--- config.mk ---
export PLATFORM = sky130hd
export DESIGN_NAME = led_matrix_row_scanner
export DESIGN_NICKNAME = d
export VERILOG_FILES = /design/src/sv/lmrs_pkg.sv /design/src/sv/led_matrix_row_scanner.sv
export SDC_FILE = /design/constraint.sdc
export NUM_CORES = 1
export LEC_CHECK = 0
export ABC_AREA = 1
export BUFFER_PORTS_ARGS = -buffer_cell sky130_fd_sc_hd__buf_2
export CAP_MARGIN = 40
export CORE_ASPECT_RATIO = 1.5
export CORE_UTILIZATION = 44
export CTS_CLUSTER_SIZE = 10
export DETAILED_ROUTE_END_ITERATION = 6
export PLACE_DENSITY_LB_ADDON = 0.25
export SLEW_MARGIN = 10
export SYNTH_ARGS = -nofsm -noshare
export SYNTH_HDL_FRONTEND = slang
export SYNTH_SLANG_ARGS = --single-unit
--- constraint.sdc ---
create_clock -name aclk -period 22.2 [get_ports aclk]
set_input_delay 0 -clock aclk [delete_from_list [all_inputs] [get_ports aclk]]
set_output_delay 0 -clock aclk [all_outputs]
set_load 0.1 [all_outputs]
--- src/sv/lmrs_pkg.sv ---
package lmrs_pkg;

    localparam int ROWS_DEF = 8;
    localparam int COLS_DEF = 6;

    localparam int PERIOD_W = 24;
    localparam logic [PERIOD_W-1:0] PERIOD_RESET = 24'd125000;
    localparam logic [PERIOD_W-1:0] TICK_MAX = 24'hFFFFFF;

    localparam int S_TDATA_W = 72;
    localparam int M_TDATA_W = 16;
    localparam int STEP_W = 5;

    localparam logic [2:0] ROW_LATCH_ID = 3'd6;
    localparam logic [7:0] ONE_HOT_TOP = 8'h80;
    localparam logic [7:0] FULL_BYTE = 8'hFF;

    typedef enum logic [1:0] {
        OP_TICK  = 2'd0,
        OP_WRITE = 2'd1,
        OP_CLEAR = 2'd2,
        OP_FILL  = 2'd3
    } op_t;

endpackage

--- src/sv/led_matrix_row_scanner.sv ---
// LED matrix row scanner.
// Input stream s_axis_*: one command per transfer. tuser carries the operation
// (tick, write column glyph, clear all, fill all); tdata carries the pixel
// position and eight glyph row bytes.
// Config channel cfg_*: writes the row period in ticks (always ready).
// Output stream m_axis_*: latch writes. A refresh is NUM_COLS + 2 transfers:
// row latch blank, one per column latch, then the one-hot row mask with tlast.
// Write, clear, fill and non-refreshing ticks are accepted and give nothing.
// A refreshing tick holds s_axis_tready low until the row mask is loaded; the
// tick moves the sequencer to ST_EMIT, which then loads the first result into
// the output register. The column sequence is paced by the registered read of
// the frame memory, one column entry per output transfer.
// A stall on m_axis_tready holds the output register and the sequencer;
// the next command is accepted while the final result still waits.
// Reset (aresetn, synchronous) blanks the frame logically via per-column
// valid bits, zeroes the row and tick counters and restores the default
// period. No clearing pass is needed.
module led_matrix_row_scanner #(
    parameter int NUM_ROWS = lmrs_pkg::ROWS_DEF,
    parameter int NUM_COLS = lmrs_pkg::COLS_DEF
) (
    input  logic                           aclk,
    input  logic                           aresetn,
    input  logic                           s_axis_tvalid,
    output logic                           s_axis_tready,
    // x_position[5:0], glyph_row0..glyph_row7 (8 bits each), zero pad
    input  logic [lmrs_pkg::S_TDATA_W-1:0] s_axis_tdata,
    // operation[1:0]
    input  logic [1:0]                     s_axis_tuser,
    output logic                           m_axis_tvalid,
    input  logic                           m_axis_tready,
    // latch_target[2:0], latch_data[7:0], scan_row[2:0], zero pad
    output logic [lmrs_pkg::M_TDATA_W-1:0] m_axis_tdata,
    output logic                           m_axis_tlast,
    input  logic                           cfg_valid,
    output logic                           cfg_ready,
    input  logic [lmrs_pkg::PERIOD_W-1:0]  cfg_data
);

    localparam int CW = (NUM_COLS > 1) ? $clog2(NUM_COLS) : 1;
    localparam int RW = (NUM_ROWS > 1) ? $clog2(NUM_ROWS) : 1;
    localparam int PW = lmrs_pkg::PERIOD_W;
    localparam int SW = lmrs_pkg::STEP_W;

    typedef enum logic {
        ST_IDLE,
        ST_EMIT
    } state_t;

    typedef logic [NUM_ROWS-1:0][7:0] entry_t;

    state_t                state_reg, state_next;
    logic [SW-1:0]         step_reg, step_next;
    logic [2:0]            row_reg, row_next;
    logic [PW-1:0]         elapsed_reg, elapsed_next;
    logic [PW-1:0]         period_reg, period_next;
    logic [NUM_COLS-1:0]   col_valid_reg, col_valid_next;
    logic [7:0]            fill_reg, fill_next;
    logic                  m_valid_reg, m_valid_next;
    logic [2:0]            m_target_reg, m_target_next;
    logic [7:0]            m_data_reg, m_data_next;
    logic [2:0]            m_row_reg, m_row_next;
    logic                  m_last_reg, m_last_next;

    entry_t                mem [NUM_COLS];
    entry_t                mem_q_reg;
    logic                  rd_valid_reg;
    logic                  mem_we;
    logic                  mem_re;
    logic [CW-1:0]         mem_waddr;
    logic [CW-1:0]         mem_raddr;
    entry_t                mem_wdata;

    lmrs_pkg::op_t         op;
    logic [4:0]            wr_col;
    logic                  wr_col_ok;
    logic [PW-1:0]         elapsed_inc;
    logic                  refresh;
    logic                  can_load;
    logic                  last_load;

    assign s_axis_tready = (state_reg == ST_IDLE);
    assign cfg_ready     = 1'b1;
    assign m_axis_tvalid = m_valid_reg;
    assign m_axis_tlast  = m_last_reg;
    assign m_axis_tdata  = {2'b00, m_row_reg, m_data_reg, m_target_reg};

    assign op        = lmrs_pkg::op_t'(s_axis_tuser);
    assign wr_col    = {2'b00, s_axis_tdata[5:3]};
    assign wr_col_ok = (wr_col < 5'(NUM_COLS));
    assign mem_waddr = wr_col[CW-1:0];

    always_comb begin
        for (int r = 0; r < NUM_ROWS; r++) begin
            mem_wdata[r] = s_axis_tdata[6 + 8*r +: 8];
        end
    end

    assign elapsed_inc = (elapsed_reg == lmrs_pkg::TICK_MAX) ? elapsed_reg
                                                             : elapsed_reg + PW'(1);
    assign refresh  = (elapsed_inc >= period_reg);
    assign can_load = !m_valid_reg || m_axis_tready;
    assign last_load = (state_reg == ST_EMIT) && can_load
                       && (step_reg == SW'(NUM_COLS + 1));

    always_comb begin
        state_next     = state_reg;
        step_next      = step_reg;
        row_next       = row_reg;
        elapsed_next   = elapsed_reg;
        period_next    = period_reg;
        col_valid_next = col_valid_reg;
        fill_next      = fill_reg;
        m_valid_next   = m_valid_reg && !m_axis_tready;
        m_target_next  = m_target_reg;
        m_data_next    = m_data_reg;
        m_row_next     = m_row_reg;
        m_last_next    = m_last_reg;
        mem_we         = 1'b0;
        mem_re         = 1'b0;
        mem_raddr      = step_reg[CW-1:0];

        if (cfg_valid) begin
            period_next = cfg_data;
        end

        case (state_reg)
            ST_IDLE: begin
                if (s_axis_tvalid) begin
                    case (op)
                        lmrs_pkg::OP_TICK: begin
                            if (refresh) begin
                                elapsed_next = '0;
                                step_next    = '0;
                                state_next   = ST_EMIT;
                            end else begin
                                elapsed_next = elapsed_inc;
                            end
                        end
                        lmrs_pkg::OP_WRITE: begin
                            if (wr_col_ok) begin
                                mem_we                    = 1'b1;
                                col_valid_next[mem_waddr] = 1'b1;
                            end
                        end
                        lmrs_pkg::OP_CLEAR: begin
                            col_valid_next = '0;
                            fill_next      = '0;
                        end
                        lmrs_pkg::OP_FILL: begin
                            col_valid_next = '0;
                            fill_next      = lmrs_pkg::FULL_BYTE;
                        end
                        default: begin
                        end
                    endcase
                end
            end
            ST_EMIT: begin
                if (can_load) begin
                    m_valid_next = 1'b1;
                    m_row_next   = row_reg;
                    step_next    = step_reg + SW'(1);
                    if (step_reg < SW'(NUM_COLS)) begin
                        mem_re = 1'b1;
                    end
                    if (step_reg == '0) begin
                        m_target_next = lmrs_pkg::ROW_LATCH_ID;
                        m_data_next   = '0;
                        m_last_next   = 1'b0;
                    end else if (step_reg == SW'(NUM_COLS + 1)) begin
                        m_target_next = lmrs_pkg::ROW_LATCH_ID;
                        m_data_next   = lmrs_pkg::ONE_HOT_TOP >> row_reg;
                        m_last_next   = 1'b1;
                        row_next      = (row_reg == 3'(NUM_ROWS - 1)) ? 3'd0
                                                                      : row_reg + 3'd1;
                        state_next    = ST_IDLE;
                    end else begin
                        m_target_next = 3'(step_reg - SW'(1));
                        m_data_next   = rd_valid_reg ? mem_q_reg[row_reg[RW-1:0]]
                                                     : fill_reg;
                        m_last_next   = 1'b0;
                    end
                end
            end
            default: begin
                state_next = ST_IDLE;
            end
        endcase
    end

    always_ff @(posedge aclk) begin
        if (!aresetn) begin
            state_reg     <= ST_IDLE;
            step_reg      <= '0;
            row_reg       <= '0;
            elapsed_reg   <= '0;
            period_reg    <= lmrs_pkg::PERIOD_RESET;
            col_valid_reg <= '0;
            fill_reg      <= '0;
            m_valid_reg   <= 1'b0;
        end else begin
            state_reg     <= state_next;
            step_reg      <= step_next;
            row_reg       <= row_next;
            elapsed_reg   <= elapsed_next;
            period_reg    <= period_next;
            col_valid_reg <= col_valid_next;
            fill_reg      <= fill_next;
            m_valid_reg   <= m_valid_next;
        end
        m_target_reg <= m_target_next;
        m_data_reg   <= m_data_next;
        m_row_reg    <= m_row_next;
        m_last_reg   <= m_last_next;
    end

    // frame memory: one entry per column, all rows of that column
    always_ff @(posedge aclk) begin
        if (mem_we) begin
            mem[mem_waddr] <= mem_wdata;
        end
        if (mem_re) begin
            mem_q_reg    <= mem[mem_raddr];
            rd_valid_reg <= col_valid_reg[mem_raddr];
        end
    end

    property p_last_is_row_latch;
        @(posedge aclk) disable iff (!aresetn)
        m_valid_reg && m_last_reg |-> (m_target_reg == lmrs_pkg::ROW_LATCH_ID);
    endproperty
    a_last_is_row_latch: assert property (p_last_is_row_latch)
        else $error("tlast on a write that is not the row latch");

    property p_step_range;
        @(posedge aclk) disable iff (!aresetn)
        (state_reg == ST_EMIT) |-> (step_reg <= SW'(NUM_COLS + 1));
    endproperty
    a_step_range: assert property (p_step_range)
        else $error("refresh sequencer ran past the row mask");

    property p_refresh_restarts_timer;
        @(posedge aclk) disable iff (!aresetn)
        (state_reg == ST_IDLE) && s_axis_tvalid && (op == lmrs_pkg::OP_TICK) && refresh
        |=> (elapsed_reg == '0) && (state_reg == ST_EMIT) && (step_reg == '0);
    endproperty
    a_refresh_restarts_timer: assert property (p_refresh_restarts_timer)
        else $error("refresh tick did not restart timer and sequencer");

    property p_row_advances;
        @(posedge aclk) disable iff (!aresetn)
        last_load |=> (row_reg == (($past(row_reg) == 3'(NUM_ROWS - 1)) ? 3'd0
                                   : $past(row_reg) + 3'd1));
    endproperty
    a_row_advances: assert property (p_row_advances)
        else $error("row did not advance after the row mask");

    property p_emit_holds_on_stall;
        @(posedge aclk) disable iff (!aresetn)
        (state_reg == ST_EMIT) && m_valid_reg && !m_axis_tready |=> $stable(step_reg);
    endproperty
    a_emit_holds_on_stall: assert property (p_emit_holds_on_stall)
        else $error("sequencer moved while output stalled");

endmodule
==> results of run 1 <==
-- area by class of cell --
type | instances | area, um2 | share of cell area, %
Tap cell | 656 | 820.8 | 3.156
Antenna cell | 2 | 5.005 | 0.01925
Timing Repair Buffer | 273 | 2170 | 8.343
Clock inverter | 3 | 68.82 | 0.2646
Clock buffer | 94 | 1628 | 6.260
Inverter | 83 | 319.1 | 1.227
Multi-Input combinational cell | 1069 | 5751 | 22.11
Sequential cell | 529 | 15240 | 58.62
-- critical path, stage by stage, from the launching register on --
cell	delay (ps)
dfxtp_1	580
ha_1	250
nand2_2	60
inv_2	80
nand2_4	100
nor2_8	160
nand2_4	70
nor2_4	90
nand2_2	100
o21ai_0	160
nand2_1	110
ha_1	280
nand2_1	60
inv_1	50
nand3_1	160
inv_1	60
a21oi_1	210
nand2_1	150
nor2_4	490
nand2_1	130
a21oi_2	150
-- routing by layer --
layer	track usage (%)	wire length (um)
met1	24.09	20330
met2	36.55	26210
met3	2.802	2520
met4	8.311	1730
met5	0	0
-- cells in the final DEF, fill, tap and decap left out, types with 4 or more instances in the layout --
cell	n
buf_4	21
edfxtp_1	464
nor2_4	6
clkbuf_1	33
nand2_4	4
inv_1	76
nand2_2	25
nand3_1	23
dfxtp_1	63
clkbuf_16	59
nand2_1	350
nand4_1	10
inv_2	4
o21ai_0	133
xor2_1	7
o221ai_1	13
ha_1	34
a21oi_1	140
nor2_1	148
xnor2_1	10
nor4_2	6
o22ai_1	67
dlygate4sd3_1	133
buf_2	114
nor2_2	5
a32o_1	64
a21oi_2	4
-- through the flow --
stage	area, um2	instances	hold slack [ps]
after detailed placement	22970	2477	220.9
final	26000	2709	37.23
after global routing	26000	2709	83.50
after floorplan	21730	1790	98.87
after CTS	26000	2707	10.39
after global placement	22860	2472	216.4
-- power groups by stage --
| stage | sequential (W) | combinational [W] | clock, W |
|---|---|---|---|
| global route | 0.00109 | 0.0000682 | 0.000918 |
| CTS | 0.00109 | 0.0000616 | 0.000881 |
| detailed placement | 0.00111 | 0.0000416 | 0 |
| floorplan | 0.00111 | 0.0000197 | 0 |
| global placement | 0.00111 | 0.0000398 | 0 |
| finish | 0.00109 | 0.0000624 | 0.000866 |
-- cell families after synthesis --
group / synth area share (%)
compound gates: 12.25
xor+xnor: 0.7602
fa+ha+maj: 1.958
buf+inv: 3.640
flops: 70.12
other cells: 0.03457
simple gates: 11.24
-- timing repair --
item | 4_1_cts | 5_1_grt
setup endpoints to repair | 0 | 0
endpoints found under the hold margin | 425 | 0
hold buffers | 133 | 0
-- how the worst max path moves through the flow --
stage / to / slack, ps / cells past startpoint
6_report: elapsed_reg[2] / 18590 / 20
5_1_grt: elapsed_reg[15] / 18190 / 22
3_3_place_gp: elapsed_reg[3] / 18580 / 22
3_5_place_dp: elapsed_reg[18] / 18570 / 20
4_1_cts: elapsed_reg[2] / 18550 / 20
2_1_floorplan: mem[0][0] / 14430 / 5
==> impl_metrics.csv, run 1 <==
group,metric,value,unit
placement,finalWeightedCongestion,0.9546,
hold_path,min-delay-start,"s_axis_tuser[0]",
sta,max_freq,0.2772,GHz
sta,worst_pin_slew,863.9,ps
clocking,clk_latency,600,ps
clocking,cts_sinks,529,
yosys,synth_cell_type_count,40,
hold_path,hold_path_class,"input pin to flip-flop",
yosys,yosysMostFrequentCell,"edfxtp_1",
sta,fin_skew,24.64,ps
routing,vias,14640,
run,maxCapViolations,0,
clocking,root_buffer,"clkbuf_16",
setup_path,crit_path_max_fanout,24,
routing,viasPerCell,5.403,
yosys,synthTopCellsByCount,"464 x edfxtp_1, 350 x nand2_1, 149 x nor2_1, 140 x a21oi_1, 133 x o21ai_0",
floorplanning,core_area,0.04868,mm2
yosys,synth_top_area_cell,"edfxtp_1",
yosys,ys_ff_latch,529,
outcome,status,"complete, no violations",
grt,grt_pass1_vias,14660,
yosys,synth.avg_cell_area,12.14,um2
sta,relSlewSlack,42.41,%
grt,grt_max_degree,101,
setup_path,rr_worst_depth,20,
sta,finalCritPeriodShare,16.25,%
grt,overflow,0,
cells_and_area,fin_util,53.42,%
routing,drc,0,
yosys,async_reset_ff_share,0,%
yosys,ys_top_cells_by_area,"edfxtp_1 64%, nand2_1 6.0%, dfxtp_1 6.0%",
yosys,netlist_area,0.02173,mm2
clocking,cts.path.max_buffers,3,
setup_path,path_class,"flip-flop to flip-flop",
placement,io_buffers,114,
sta,setup_tns,0,ps
setup_path,crit_path_start,"elapsed_reg[0]",
setup_path,reg2reg_from,"elapsed_reg[0]",
setup_path,required,22720,ps
setup_path,cp-end-kind,"flip-flop",
sta,setup_viol_count_final,0,
routing,wl_per_cell,18.75,um
placement,pre_cts_slack,18570,ps
floorplanning,dieArea,0.05029,mm2
sta,finalCriticalPeriod,3607,ps
pwr,ir_drop,0.00006008,V
floorplanning,num_io_pins,123,
pwr,p_leak,9.374,nW
pwr,power_frac_seq,54.0,%
clocking,path_clk_slew,60,ps
floorplanning,die_y,274.2,um
clocking,cts_buffers,59,
routing,antenna_left,0,
yosys,ys.flop_type,"edfxtp_1",
clocking,cts.repair.resized,0,
pwr,p_clk_share,42.9,%
sta,hold_violations,0,
grt,grt_pass1_wl,78.63,mm
setup_path,crit_path_start_kind,"flip-flop",
hold_path,hold_path_end,"col_valid_reg[4]",
cells_and_area,final_layout_size_suffix_gt1_share,13.21,%
routing,drt_iter0_drc,1093,
setup_path,crit_arrival,4120,ps
sta,final_max_slew_viol_count,0,
floorplanning,die_w,183.4,um
cells_and_area,largest_register_ffs,384,
cells_and_area,nets,2152,
setup_path,r2r-end,"elapsed_reg[2]",
clocking,htree_levels,2,
cells_and_area,fillerInstances,4083,
routing,first_pass_iters,5,
floorplanning,rows,99,
pwr,sw_frac_of_total,20.07,%
setup_path,rrSetupSlack,18590,ps
grt,grtUsageTotal,20.25,%
routing,drt-total-wl,50.79,mm
floorplanning,initial_core_util,44.63,%
pwr,pwr-share-comb,3.1,%
yosys,ys_warn_count,0,
yosys,synth_top_area_share,64.13,%
yosys,synthesis.instances,1789,
yosys,synth-edff-count,464,
cells_and_area,syn_to_final_growth,19.68,%
pwr,switching_power,0.0004050,W
grt,grt_antenna_before_repair,2,
hold_path,hold_path_depth,5,
sta,rsz0062_at_grt,"no",
pwr,p_per_area,77.60,mW/mm2
pwr,p_total,0.002018,W
yosys,yosysSeqAreaShare,70.12,%
pwr,p_int,0.001613,W
sta,layout_setup_ws,18590,ps
placement,dpl.hpwl,29.80,mm
clocking,cts_tree,"done",
clocking,cts_setup_buffers,0,
(Power assumes the default switching activity.)
==> run 2: changes to the inputs <==
==> constraint.sdc (replaced) <==
create_clock -name aclk -period 3.8 [get_ports aclk]
set_input_delay 0 -clock aclk [delete_from_list [all_inputs] [get_ports aclk]]
set_output_delay 0 -clock aclk [all_outputs]
set_load 0.1 [all_outputs]
==> run 2 against run 1 <==
Compared with the run above: flip-flop and latch count stayed put; hold slack worse by 3.5 ps; cell area shrank 0.14%; via count is 1.3% lower; die area unchanged; largest power group unchanged; highest routed layer unchanged.
==> impl_metrics.csv, run 2 (synthesis results as in run 1) <==
group,metric,value,unit
outcome,status,"complete, no violations",
setup_path,crit_top_cell,"nand2_1",
sta,rsz0062_at_grt,"no",
grt,overflow,0,
routing,wl_per_cell,18.72,um
clocking,cts_buffers,58,
pwr,p_int,0.009362,W
floorplanning,initial_core_util,44.63,%
clocking,path_clk_slew,60,ps
grt,grt_pass1_vias,14160,
floorplanning,num_io_pins,123,
placement,io_buffers,114,
cells_and_area,final_area,0.02597,mm2
pwr,pwr-share-comb,3.2,%
sta,relSlewSlack,39.73,%
routing,drc,0,
placement,dpl.hpwl,28.74,mm
setup_path,crit_chain,"ha_1 -> nand2_2 -> inv_2 -> nand2_4 -> inv_2 -> nand2_2 -> nor2_4 -> nand2_4 -> xor2_1 -> inv_1 -> ha_1 -> nand2_1 -> nor2_1 -> nand2_1 -> nand2_1 -> nor2_1 -> nand2_1 -> nand2_1 -> nand2_1 -> nand2_1 -> nand3_1 -> nand2_1 -> nor2_1",
cells_and_area,mostFrequentLayoutCell,"edfxtp_1",
pwr,p_leak,9.336,nW
sta,hold_violations,0,
grt,grt_antenna_before_repair,0,
routing,vias,14450,
routing,drt_iter0_drc,1070,
routing,drt-total-wl,50.50,mm
setup_path,cp_slowest_cell,"dfxtp_1",
floorplanning,die_w,183.4,um
cells_and_area,num_antenna_cells,0,
cells_and_area,fin_util,53.34,%
floorplanning,die_y,274.2,um
routing,antenna_left,0,
grt,grt_max_degree,84,
pwr,power_frac_seq,54.5,%
sta,finalCritPeriodShare,86.01,%
sta,final_max_slew_viol_count,0,
sta,setup_viol_count_final,0,
pwr,sw_frac_of_total,19.82,%
placement,finalWeightedCongestion,0.9829,
clocking,clk_latency,590,ps
cells_and_area,syn_to_final_growth,19.52,%
setup_path,crit_arrival,3740,ps
setup_path,crit_family,"simple AND/OR/NAND/NOR gates",
sta,whs,33.72,ps
grt,grtUsageTotal,19.97,%
grt,grt_pass1_wl,77.54,mm
setup_path,path_class,"flip-flop to flip-flop",
clocking,cts_sinks,529,
cells_and_area,fillerInstances,4086,
clocking,cts_tree,"done",
sta,fin_skew,12.86,ps
setup_path,required,4270,ps
sta,max_freq,0.3060,GHz
pwr,p_clk_share,42.3,%
setup_path,worst-path-buf-inv,3,
sta,finalCriticalPeriod,3268,ps
cells_and_area,mostFrequentLayoutCells,"464 x edfxtp_1, 350 x nand2_1, 148 x nor2_1",
clocking,cts.path.max_buffers,3,
setup_path,cp-end-kind,"flip-flop",
floorplanning,core_area,0.04868,mm2
routing,first_pass_iters,5,
pwr,ir_drop,0.0003374,V
cells_and_area,largest_register_ffs,384,
hold_path,hold_path_class,"input pin to flip-flop",
setup_path,max_stage_delay,400,ps
cells_and_area,final_layout_size_suffix_gt1_share,13.03,%
setup_path,crit_path_max_fanout,22,
pwr,switching_power,0.002314,W
floorplanning,rows,99,
sta,worst_pin_slew,904.1,ps
routing,viasPerCell,5.355,
floorplanning,dieArea,0.05029,mm2
placement,place_area,0.02304,mm2
pwr,p_per_area,449.6,mW/mm2
setup_path,crit_path_start_kind,"flip-flop",
cells_and_area,nets,2145,
clocking,root_buffer,"clkbuf_16",
clocking,htree_levels,2,
run,maxCapViolations,0,
run 2: per-layer routing:
metal | share of wire [%] | track usage, %
met1 | 41 | 24.17
met2 | 52 | 36.00
met3 | 4.6 | 2.444
met4 | 3.1 | 7.719
met5 | 0 | 0
run 2: repair_timing:
item	4_1_cts	5_1_grt
buffers inserted	0	0
endpoints found under the hold margin	424	0
hold buffers	129	0
gates resized for setup	0	0
run 2: power groups by stage:
stage	clock (W)	sequential, W	combinational [W]
finish	0.00494	0.00636	0.000370
global route	0.00524	0.00636	0.000405
global placement	0	0.00648	0.000243
floorplan	0	0.00649	0.000117
CTS	0.00503	0.00636	0.000368
detailed placement	0	0.00648	0.000253
run 2: metrics by stage:
stage | power [W] | worst slack (ps) | cells | setup TNS [ps]
after global routing | 0.01201 | 276.4 | 2698 | 0
after global placement | 0.006725 | 657.2 | 2474 | 0
after floorplan | 0.006604 | -1342 | 1790 | -515250
final | 0.01168 | 531.6 | 2698 | 0
after detailed placement | 0.006736 | 567.2 | 2475 | 0
after CTS | 0.01176 | 511.5 | 2698 | 0
run 2: final cells by class:
| type | instances | area, um2 | share of cell area [%] |
|---|---|---|---|
| Multi-Input combinational cell | 1069 | 5803 | 22.35 |
| Clock buffer | 92 | 1600 | 6.163 |
| Tap cell | 656 | 820.8 | 3.161 |
| Timing Repair Buffer | 267 | 2150 | 8.278 |
| Sequential cell | 529 | 15240 | 58.70 |
| Inverter | 83 | 319.1 | 1.229 |
| Clock inverter | 2 | 32.53 | 0.1253 |
run 2: path summary, 6_finish.rpt:
check        depth (start not counted)               end             start  slack, ps
min                                  5  col_valid_reg[2]   s_axis_tuser[0]         30
max                                 23       step_reg[0]    elapsed_reg[1]        530
max reg2reg                         23       step_reg[0]    elapsed_reg[1]        530
min reg2reg                          2  col_valid_reg[2]  col_valid_reg[2]        450
run 2: worst reg2reg max path: stages, from the launching register on:
cell and delay, ps:
dfxtp_1 400, ha_1 210, nand2_2 60, inv_2 80
nand2_4 100, inv_2 80, nand2_2 70, nor2_4 110
nand2_4 240, xor2_1 260, inv_1 70, ha_1 270
nand2_1 70, nor2_1 40, nand2_1 60, nand2_1 40
nor2_1 80, nand2_1 90, nand2_1 70, nand2_1 110
nand2_1 320, nand3_1 150, nand2_1 110, nor2_1 50
==> run 3: changes to the inputs <==
--- a/config.mk
+++ b/config.mk
@@ -5,7 +5,6 @@
 export SDC_FILE = /design/constraint.sdc
 export NUM_CORES = 1
 export LEC_CHECK = 0
-export ABC_AREA = 1
 export BUFFER_PORTS_ARGS = -buffer_cell sky130_fd_sc_hd__buf_2
 export CAP_MARGIN = 40
 export CORE_ASPECT_RATIO = 1.5
==> run 3 against run 2 <==
Compared with the run above: via count down 16%; first-iteration DRC count down 34%; cell count down 17%; sequential share of layout area up 0.26 points; register-to-register slack worse by 330 ps; clock skew up 8.2 ps; die area down 1.6%; maximum frequency down 9.2%; synthesized area down 1.6%; non-clock buffer count up 11.
==> impl_metrics.csv, run 3 <==
group,metric,value,unit
outcome,status,"complete, no violations",
yosys,ys_ff_latch,529,
routing,viasPerCell,5.435,
yosys,ys.flop_type,"edfxtp_1",
setup_path,rr_worst_depth,15,
placement,finalWeightedCongestion,0.9082,
cells_and_area,largest_register_ffs,384,
cells_and_area,mostFrequentLayoutCell,"edfxtp_1",
routing,vias,12140,
setup_path,crit_end,"elapsed_reg[2]",
placement,pre_cts_slack,104.0,ps
sta,worst_pin_slew,875.1,ps
floorplanning,die_w,182.0,um
sta,rsz0062_at_grt,"no",
sta,hold_violations,0,
setup_path,max_stage_delay,590,ps
floorplanning,num_io_pins,123,
yosys,synth-edff-count,464,
setup_path,reg2reg_from,"elapsed_reg[8]",
setup_path,crit_path_start_kind,"flip-flop",
placement,place_area,0.02305,mm2
yosys,synth_cell_type_count,57,
setup_path,worst-path-buf-inv,3,
placement,dpl.hpwl,27.65,mm
hold_path,hold_path_class,"input pin to flip-flop",
clocking,cts_sinks,529,
yosys,synth.avg_cell_area,15.97,um2
yosys,synthesis.instances,1339,
routing,antenna_left,0,
yosys,yosysSeqAreaShare,71.26,%
setup_path,crit_top_cell,"nand2_1",
clocking,cts.path.max_buffers,3,
cells_and_area,final_area,0.02586,mm2
cells_and_area,mostFrequentLayoutCells,"464 x edfxtp_1, 114 x buf_2, 113 x dlygate4sd3_1",
sta,final_max_slew_viol_count,0,
grt,grt_max_degree,72,
setup_path,crit_arrival,4100,ps
yosys,yosysMostFrequentCell,"edfxtp_1",
grt,grt_pass1_wl,70.60,mm
yosys,netlist_area,0.02138,mm2
grt,overflow,0,
setup_path,crit_path_start,"elapsed_reg[8]",
placement,io_buffers,114,
sta,finalCriticalPeriod,3599,ps
sta,fin_skew,21.04,ps
yosys,synth_top_area_cell,"edfxtp_1",
clocking,cts_buffers,59,
grt,grt_antenna_before_repair,3,
sta,setup_viol_count_final,0,
cells_and_area,fillerInstances,3846,
routing,highest_layer,"met5",
grt,grt_pass1_vias,12560,
floorplanning,die_y,272.0,um
clocking,path_clk_slew,60,ps
yosys,synthTopCellsByCount,"464 x edfxtp_1, 112 x nor2_1, 86 x nand2_1, 84 x mux2i_1, 81 x mux4_2",
floorplanning,rows,98,
routing,drc,0,
setup_path,rrSetupSlack,200,ps
cells_and_area,seqCellArea,0.01525,mm2
pwr,p_per_area,453.3,mW/mm2
floorplanning,core_area,0.04782,mm2
floorplanning,initial_core_util,44.71,%
setup_path,cp.depth,15,
routing,dr_wl_met3,1.690,mm
sta,max_freq,0.2778,GHz
pwr,ir_drop,0.0003551,V
clocking,cts_tree,"done",
yosys,async_reset_ff_share,0,%
run,maxCapViolations,0,
routing,wl_per_cell,20.44,um
setup_path,crit_family,"simple AND/OR/NAND/NOR gates",
yosys,ys_warn_count,0,
yosys,ys_top_cells_by_area,"edfxtp_1 65%, mux4_2 8.5%, dfxtp_1 6.1%",
pwr,p_leak,8.760,nW
setup_path,path_class,"flip-flop to flip-flop",
setup_path,required,4300,ps
grt,grtUsageTotal,18.77,%
routing,drt-total-wl,45.67,mm
setup_path,r2r-end,"elapsed_reg[2]",
routing,drt_iter0_drc,707,
routing,first_pass_iters,5,
cells_and_area,nets,1745,
setup_path,cp_slowest_cell,"or4_4",
floorplanning,dieArea,0.04949,mm2
cells_and_area,multiInputGateArea,0.005720,mm2
clocking,clk_latency,600,ps
routing,dr_wl_met2,23.48,mm
yosys,synth_top_area_share,65.17,%
routing,wl_met1,18.99,mm
setup_path,crit_chain,"inv_1 -> or4_4 -> a311oi_4 -> buf_6 -> nand2_1 -> nand2_1 -> nand2_1 -> ha_1 -> and2_0 -> a221o_1 -> a22oi_2 -> and4_1 -> nand3_2 -> buf_4 -> o22ai_1",
setup_path,crit_path_max_fanout,9,
clocking,root_buffer,"clkbuf_16",
sta,relSlewSlack,41.66,%
sta,finalCritPeriodShare,94.72,%
cells_and_area,final_layout_size_suffix_gt1_share,20.60,%
sta,layout_setup_ws,200.8,ps
setup_path,cp-end-kind,"flip-flop",
cells_and_area,syn_to_final_growth,20.96,%
clocking,htree_levels,2,
## run 3: cell types whose count changed after synthesis, moves of 13 or more
| cell | previous run | this run |
|---|---|---|
| clkbuf_1 | 75 | 39 |
| a32o_1 | 64 | 0 |
| mux4_2 | 0 | 81 |
| o21ai_0 | 133 | 7 |
| nand2_1 | 350 | 86 |
| a21oi_1 | 140 | 80 |
| inv_1 | 77 | 57 |
| o221ai_1 | 13 | 0 |
| nand2_2 | 25 | 0 |
| mux2i_1 | 0 | 84 |
| o22ai_1 | 67 | 23 |
| a31oi_1 | 0 | 27 |
| nor2_1 | 149 | 112 |
## run 3: metrics by stage
step / std cells / total power (W) / util, % / TNS, ps / hold slack (ps)
finish: 2234 / 0.01172 / 54.08 / 0 / 30.14
global placement: 2030 / 0.006742 / 48.02 / 0 / 217.6
detailed placement: 2034 / 0.006759 / 48.20 / 0 / 223.0
global route: 2233 / 0.01208 / 54.07 / 0 / 38.17
floorplan: 1340 / 0.006613 / - / -321660 / 98.87
CTS: 2231 / 0.01183 / 54.01 / 0 / 4.817
## run 3: metal layers
metal / GRT usage [%] / up-vias
met5: 0 / -
met3: 2.554 / 90
met1: 23.10 / 6073
met4: 6.877 / 2
li1: - / 5690
met2: 33.64 / 286
## run 3: cell type report
class | instances | area share [%]
diodes | 3 | 0.02903
clock buffers | 81 | 6.150
clock inverters | 3 | 0.2226
inverters | 58 | 0.8419
multi-input cells | 682 | 22.12
flip-flops and latches | 529 | 58.96
well taps | 600 | 2.903
repair buffers | 278 | 8.772
## run 3: worst min-delay path by stage
| stage | from | to | slack, ps | depth (start not counted) |
|---|---|---|---|---|
| 4_1_cts | s_axis_tvalid | elapsed_reg[22] | 5 | 5 |
| 3_3_place_gp | cfg_data[11] | period_reg[11] | 220 | 3 |
| 2_1_floorplan | s_axis_tdata[6] | mem[0][0] | 100 | 0 |
| 5_1_grt | s_axis_tvalid | elapsed_reg[22] | 40 | 5 |
| 3_5_place_dp | cfg_data[11] | period_reg[11] | 220 | 3 |
| 6_report | s_axis_tvalid | elapsed_reg[22] | 30 | 5 |
## run 3: what timing repair did
item,4_1_cts,5_1_grt
buffers inserted,0,0
hold endpoints to repair,427,0
setup endpoints to repair,0,30
hold buffers,113,0
gates resized for setup,0,5
## run 3: where the power goes
| part | total, W | internal [W] | switching (W) |
|---|---|---|---|
| Sequential | 0.00636 | 0.00635 | 0.0000148 |
| Clock | 0.00499 | 0.00287 | 0.00212 |
| Combinational | 0.000370 | 0.000173 | 0.000197 |
| Total | 0.0117 | 0.00939 | 0.00233 |
## run 3: worst reg2reg max path, delay by kind of cell (launching register included)
family / cells / cell delay, ps
and+or+nand+nor: 7 / 1370
AOI/OAI and AO/OA: 4 / 980
buffers and inverters: 3 / 480
DFF: 1 / 400
adders and majority gates: 1 / 290
## run 3: logic make-up after synthesis
logic type | share of synthesized area [%]
xor+xnor | 0.4507
simple gates | 6.327
mux | 12.57
flops | 71.26
fa+ha+maj | 1.990
buf+inv | 2.417
other cells | 0.03513
compound gates | 4.951
